===== config.mk =====
export PLATFORM = sky130hd
export DESIGN_NAME = asf_ctrl
export DESIGN_NICKNAME = d
export VERILOG_FILES = /design/src/asf_pkg.sv /design/src/asf_ctrl.sv
export SDC_FILE = /design/constraint.sdc
export NUM_CORES = 1
export LEC_CHECK = 0
export ABC_AREA = 1
export BUFFER_PORTS_ARGS = -buffer_cell sky130_fd_sc_hd__buf_2
export CAP_MARGIN = 0
export CORE_AREA = 3 3 40 42
export DETAILED_ROUTE_END_ITERATION = 8
export DIE_AREA = 0 0 43 45
export PLACE_DENSITY_LB_ADDON = 0.3
export SETUP_SLACK_MARGIN = 0.3
export SLEW_MARGIN = 5
export SYNTH_ARGS = -nofsm -noshare
export SYNTH_HDL_FRONTEND = slang
export SYNTH_SLANG_ARGS = --single-unit

===== constraint.sdc =====
create_clock -name clk_i -period 1.8 [get_ports clk_i]
set_input_delay 0.09 -clock clk_i [delete_from_list [all_inputs] [get_ports clk_i]]
set_output_delay 0.09 -clock clk_i [all_outputs]
set_load 0.02 [all_outputs]

===== src/asf_pkg.sv =====
// Shared constants, types and codes for the address sort and filter block.
package asf_pkg;

  localparam int unsigned POOL_DEPTH = 1024;
  localparam int unsigned AW         = $clog2(POOL_DEPTH);
  localparam int unsigned CW         = $clog2(POOL_DEPTH + 1);
  localparam int unsigned ADDR_W     = 32;
  localparam int unsigned OCTET_W    = 8;
  localparam int unsigned OUT_USER_W = 5;

  typedef logic [AW-1:0]      idx_t;
  typedef logic [CW-1:0]      cnt_t;
  typedef logic [ADDR_W-1:0]  addr_t;
  typedef logic [OCTET_W-1:0] octet_t;
  typedef logic [2:0]         pass_t;

  // pass code after the last pass: sequence exhausted
  localparam pass_t PASS_END = 3'd4;

  localparam octet_t MATCH_FIRST_RST = 8'd1;
  localparam octet_t PAIR_FIRST_RST  = 8'd46;
  localparam octet_t PAIR_SECOND_RST = 8'd70;
  localparam octet_t MATCH_ANY_RST   = 8'd46;

  typedef enum logic [1:0] {
    REQ_CLEAR  = 2'd0,
    REQ_INSERT = 2'd1,
    REQ_READ   = 2'd2,
    REQ_NOP    = 2'd3
  } asf_req_e;

  typedef enum logic [1:0] {
    CFG_MATCH_FIRST = 2'd0,
    CFG_PAIR_FIRST  = 2'd1,
    CFG_PAIR_SECOND = 2'd2,
    CFG_MATCH_ANY   = 2'd3
  } asf_cfg_e;

  typedef enum logic [3:0] {
    OP_NONE,
    OP_CAPTURE,
    OP_INS_START,
    OP_INS_SHIFT,
    OP_PUT_ABOVE,
    OP_PUT_ZERO,
    OP_SEEK_RD,
    OP_NEXT_PASS,
    OP_EVAL_ADV,
    OP_IDX_INC
  } asf_op_e;

  typedef enum logic [2:0] {
    EMIT_NONE,
    EMIT_ZERO,
    EMIT_DROP,
    EMIT_ITEM,
    EMIT_DONE
  } asf_emit_e;

  typedef enum logic [3:0] {
    ST_IDLE,
    ST_REPLY,
    ST_INS,
    ST_INS_CMP,
    ST_INS_LAST,
    ST_INS_DONE,
    ST_DROP,
    ST_SEEK,
    ST_EVAL
  } asf_state_e;

  typedef struct packed {
    asf_op_e   op;
    asf_emit_e emit;
  } asf_cmd_t;

  typedef struct packed {
    logic full;
    logic empty;
    logic rdata_lt;
    logic ins_idx_zero;
    logic pass_done;
    logic idx_at_end;
    logic next_at_end;
    logic match;
    logic out_free;
  } asf_sts_t;

endpackage


===== src/asf_ctrl.sv =====
// Controller state machine: sequences insert shifts, read scans and replies.
module asf_ctrl (
  input  logic               clk_i,
  input  logic               rst_ni,
  input  logic               in_valid_i,
  input  asf_pkg::asf_req_e  in_req_i,
  output logic               in_ready_o,
  input  asf_pkg::asf_sts_t  sts_i,
  output asf_pkg::asf_cmd_t  cmd_o
);
  import asf_pkg::*;

  asf_state_e state_q, state_d;

  always_ff @(posedge clk_i or negedge rst_ni) begin
    if (!rst_ni) begin
      state_q <= ST_IDLE;
    end else begin
      state_q <= state_d;
    end
  end

  always_comb begin
    state_d    = state_q;
    cmd_o.op   = OP_NONE;
    cmd_o.emit = EMIT_NONE;
    in_ready_o = 1'b0;
    unique case (state_q)
      ST_IDLE: begin
        in_ready_o = 1'b1;
        if (in_valid_i) begin
          cmd_o.op = OP_CAPTURE;
          unique case (in_req_i)
            REQ_INSERT: state_d = ST_INS;
            REQ_READ:   state_d = ST_SEEK;
            default:    state_d = ST_REPLY;
          endcase
        end
      end
      ST_REPLY, ST_INS_DONE: begin
        if (sts_i.out_free) begin
          cmd_o.emit = EMIT_ZERO;
          state_d    = ST_IDLE;
        end
      end
      ST_DROP: begin
        if (sts_i.out_free) begin
          cmd_o.emit = EMIT_DROP;
          state_d    = ST_IDLE;
        end
      end
      ST_INS: begin
        priority if (sts_i.full) begin
          state_d = ST_DROP;
        end else if (sts_i.empty) begin
          cmd_o.op = OP_PUT_ZERO;
          state_d  = ST_INS_DONE;
        end else begin
          cmd_o.op = OP_INS_START;
          state_d  = ST_INS_CMP;
        end
      end
      ST_INS_CMP: begin
        if (sts_i.rdata_lt) begin
          // entry moves up one slot, keep walking down
          cmd_o.op = OP_INS_SHIFT;
          if (sts_i.ins_idx_zero) begin
            state_d = ST_INS_LAST;
          end
        end else begin
          cmd_o.op = OP_PUT_ABOVE;
          state_d  = ST_INS_DONE;
        end
      end
      ST_INS_LAST: begin
        cmd_o.op = OP_PUT_ZERO;
        state_d  = ST_INS_DONE;
      end
      ST_SEEK: begin
        priority if (sts_i.pass_done) begin
          if (sts_i.out_free) begin
            cmd_o.emit = EMIT_DONE;
            state_d    = ST_IDLE;
          end
        end else if (sts_i.idx_at_end) begin
          cmd_o.op = OP_NEXT_PASS;
        end else begin
          cmd_o.op = OP_SEEK_RD;
          state_d  = ST_EVAL;
        end
      end
      ST_EVAL: begin
        priority if (sts_i.match) begin
          // hold the hit until the output register can take it
          if (sts_i.out_free) begin
            cmd_o.op   = OP_IDX_INC;
            cmd_o.emit = EMIT_ITEM;
            state_d    = ST_IDLE;
          end
        end else if (!sts_i.next_at_end) begin
          cmd_o.op = OP_EVAL_ADV;
        end else begin
          cmd_o.op = OP_IDX_INC;
          state_d  = ST_SEEK;
        end
      end
      default: state_d = ST_IDLE;
    endcase
  end

endmodule


==> results.json <==
{
  "final_nets": 151,
  "ys_seq_area_share_pct": 17.4,
  "yosys_register_bits": 4,
  "hold_end": "state_q[2]$_DFFE_PN0P_",
  "finalSetupViolCount": 0,
  "drc": 0,
  "end_kind": "output pin",
  "initial_core_util_pct": 44.8,
  "die_w_um": 43,
  "cts_tree": "built",
  "drtPass1Iterations": 4,
  "synthFlopType": "dfrtp_1",
  "synth_cells": 102,
  "synth.distinct_cells": 20,
  "worstPathCellList": "nor2_4 > and3_1 > o21ai_0 > nand4_1 > buf_4",
  "outcome": "complete, no violations",
  "crit_slowest_cell": "dfrtp_2",
  "relSlewSlack_pct": 84.3,
  "clk_latency_ns": 0.25,
  "ff2ff_setup_slack_ns": 0.43,
  "syn_to_final_growth_pct": 43.7,
  "r2r-end": "state_q[0]$_DFFE_PN0P_",
  "grt_pass1_vias": 631,
  "pin_count": 22,
  "hpwlAfterDp_mm": 1.26,
  "hp-start": "sts_i[3]",
  "grt_pass1_wl_mm": 2.52,
  "fillerInstances": 117,
  "synth_area_leaders": "nand2_1, dfrtp_1, nand3_1, inv_1, nor2_1",
  "p_leak_nw": 0.496,
  "clk_pin_slew_worst_paths_ns": 0.04,
  "fmax_mhz": 665,
  "regMostFlops": "state_q",
  "largest_register_ff_count": 4,
  "synth.most_common_cell": "nand2_1",
  "tightest_slew_ns": 0.233,
  "rsz0062_at_grt": "true",
  "peakVddDrop_v": 0.000752,
  "grt_max_degree": 10,
  "viasPerCell": 5.28,
  "drt_iter0_markers": 41,
  "vias": 781,
  "power.density_nw_per_um2": 1270,
  "gp_congestion": 0.891,
  "synth_edf_count": 0,
  "cp_top_family": "simple AND/OR/NAND/NOR gates",
  "cts.sinks": 4,
  "clockBufferDepth": 2,
  "holdWs_ns": 0.0961,
  "ff2ff_path_depth": 9,
  "crit_type": "flop to output pin",
  "synth_area_um2": 576,
  "crit_required_ns": 1.71,
  "io_buffers": 21,
  "drt-total-wl_mm": 1.73,
  "worst-path-buf-inv": 1,
  "synth_top_cells_by_count": "nand2_1, inv_1, nand3_1, nor2_1, nand4_1",
  "wl_per_cell_um": 11.7,
  "fin_crit_ns": 1.50,
  "clock-root-buffer": "clkbuf_4",
  "synth_top_area_cell": "nand2_1",
  "report.final.slew_viol_count": 0,
  "finalCritPeriodShare_pct": 83.6,
  "r2r-start": "state_q[3]$_DFFE_PN0P_",
  "cpPeakStageDelay_ns": 0.45,
  "crit_path_start_kind": "flop",
  "synthArstFlopShare_pct": 100,
  "fin_skew_ns": 0.00819,
  "drive_gt1_share_pct": 39.8,
  "yosys_warnings": 0,
  "fp.dieH_um": 45,
  "timing.max_cap.violations": 0,
  "synthDominantCellAreaShare_pct": 18.3,
  "num_rows": 13,
  "core_area_um2": 1280,
  "setup_tns_ns": 0,
  "cp.arrival_ns": 1.41,
  "track_usage_pct": 17.3,
  "syn-num-nets": 118,
  "numCtsBuffers": 3,
  "hold_violations": 0,
  "synth_area_per_cell_um2": 5.64,
  "diodes": 0,
  "hp-class": "input pin to flop",
  "gr-total-overflow": 0,
  "biggestRegsByFlops": "state_q x4",
  "dieArea_um2": 1940,
  "drtAntennaViolNets": 0,
  "critPathMaxFanout": 7,
  "antenna_found_initial": 0,
  "h-tree-depth": 1,
  "whs_path_depth": 3
}
[final cells by class]
type	instances	area, µm²	area share [%]
Clock buffer	3	22.5	2.72
Inverter	17	63.8	7.72
Multi-Input combinational cell	81	444	53.7
Sequential cell	4	105	12.7
Tap cell	15	18.8	2.27
Timing Repair Buffer	28	173	20.9
[per-stage QoR]
step                setup WS [ns]  instance area [µm²]  instances  total power, mW  utilization [%]
floorplan                   0.440                  576        102            0.610                -
global placement            0.428                  699        138            0.767             54.4
detailed placement          0.389                  699        138            0.777             54.4
CTS                         0.300                  783        146            0.989             61.0
global route                0.238                  827        148             1.13             64.4
finish                      0.295                  827        148             1.05             64.4
[worst reg2reg max path, delay by kind of cell, from the launching register on]
| kind | cells | cell delay [ns] |
|---|---|---|
| DFF | 1 | 0.45 |
| buffers and inverters | 2 | 0.25 |
| and+or+nand+nor | 7 | 0.61 |
[what timing repair did]
action | 4_1_cts | 5_1_grt
pin swaps | 3 | 4
endpoints found under the setup margin | 6 | 5
buffers inserted | 4 | 2
resized for setup | 8 | 12
hold buffers | 1 | 0
endpoints found under the hold margin | 4 | 0
[cell usage in the layout (no fill, tap or decap), types with 2 or more instances in the layout]
master,n
nand2_1,26
buf_2,16
inv_1,13
nand3_1,12
nor2_1,11
buf_4,11
nand4_1,6
nor2_4,5
nand2_2,5
dfrtp_2,4
inv_2,3
o21ai_1,3
clkbuf_4,3
nor2_2,2
ha_1,2
[how the worst max path moves through the flow]
| stage | start | to | slack, ns | cells past startpoint |
|---|---|---|---|---|
| 6_report | state_q[0]$_DFFE_PN0P_ | cmd_o[3] | 0.30 | 5 |
| 5_1_grt | state_q[3]$_DFFE_PN0P_ | cmd_o[3] | 0.24 | 6 |
| 4_1_cts | state_q[1]$_DFFE_PN0P_ | cmd_o[3] | 0.30 | 7 |
| 3_5_place_dp | state_q[2]$_DFFE_PN0P_ | cmd_o[5] | 0.39 | 6 |
| 3_3_place_gp | state_q[2]$_DFFE_PN0P_ | cmd_o[5] | 0.43 | 6 |
| 2_1_floorplan | state_q[0]$_DFFE_PN0P_ | cmd_o[3] | 0.44 | 4 |
[power breakdown]
part / total, mW / internal, mW / switching, mW
logic: 0.740 / 0.289 / 0.451
registers: 0.192 / 0.130 / 0.0624
clock network: 0.119 / 0.0751 / 0.0440
total: 1.05 / 0.493 / 0.557
[cells by family (layout without fill, tap and decap cells)]
logic type / Yosys count / count (layout) / share of synthesized area (%)
and+or+nand+nor: 73 / 73 / 61.3
AOI/OAI and AO/OA: 6 / 6 / 5.87
DFF: 4 / 4 / 17.4
buffers and inverters: 17 / 48 / 11.1
adders and majority gates: 2 / 2 / 4.35
[metal layers]
| metal | part of all wire [%] | up-vias | GRT usage [%] | wire (µm) |
|---|---|---|---|---|
| met4 | 1.6 | 0 | 9.04 | 27 |
| met3 | 10 | 4 | 2.39 | 173 |
| li1 | - | 392 | - | - |
| met5 | 0 | - | 0 | 0 |
| met2 | 50 | 46 | 29.9 | 860 |
| met1 | 39 | 339 | 20.9 | 672 |
(Power assumes the default switching activity.)
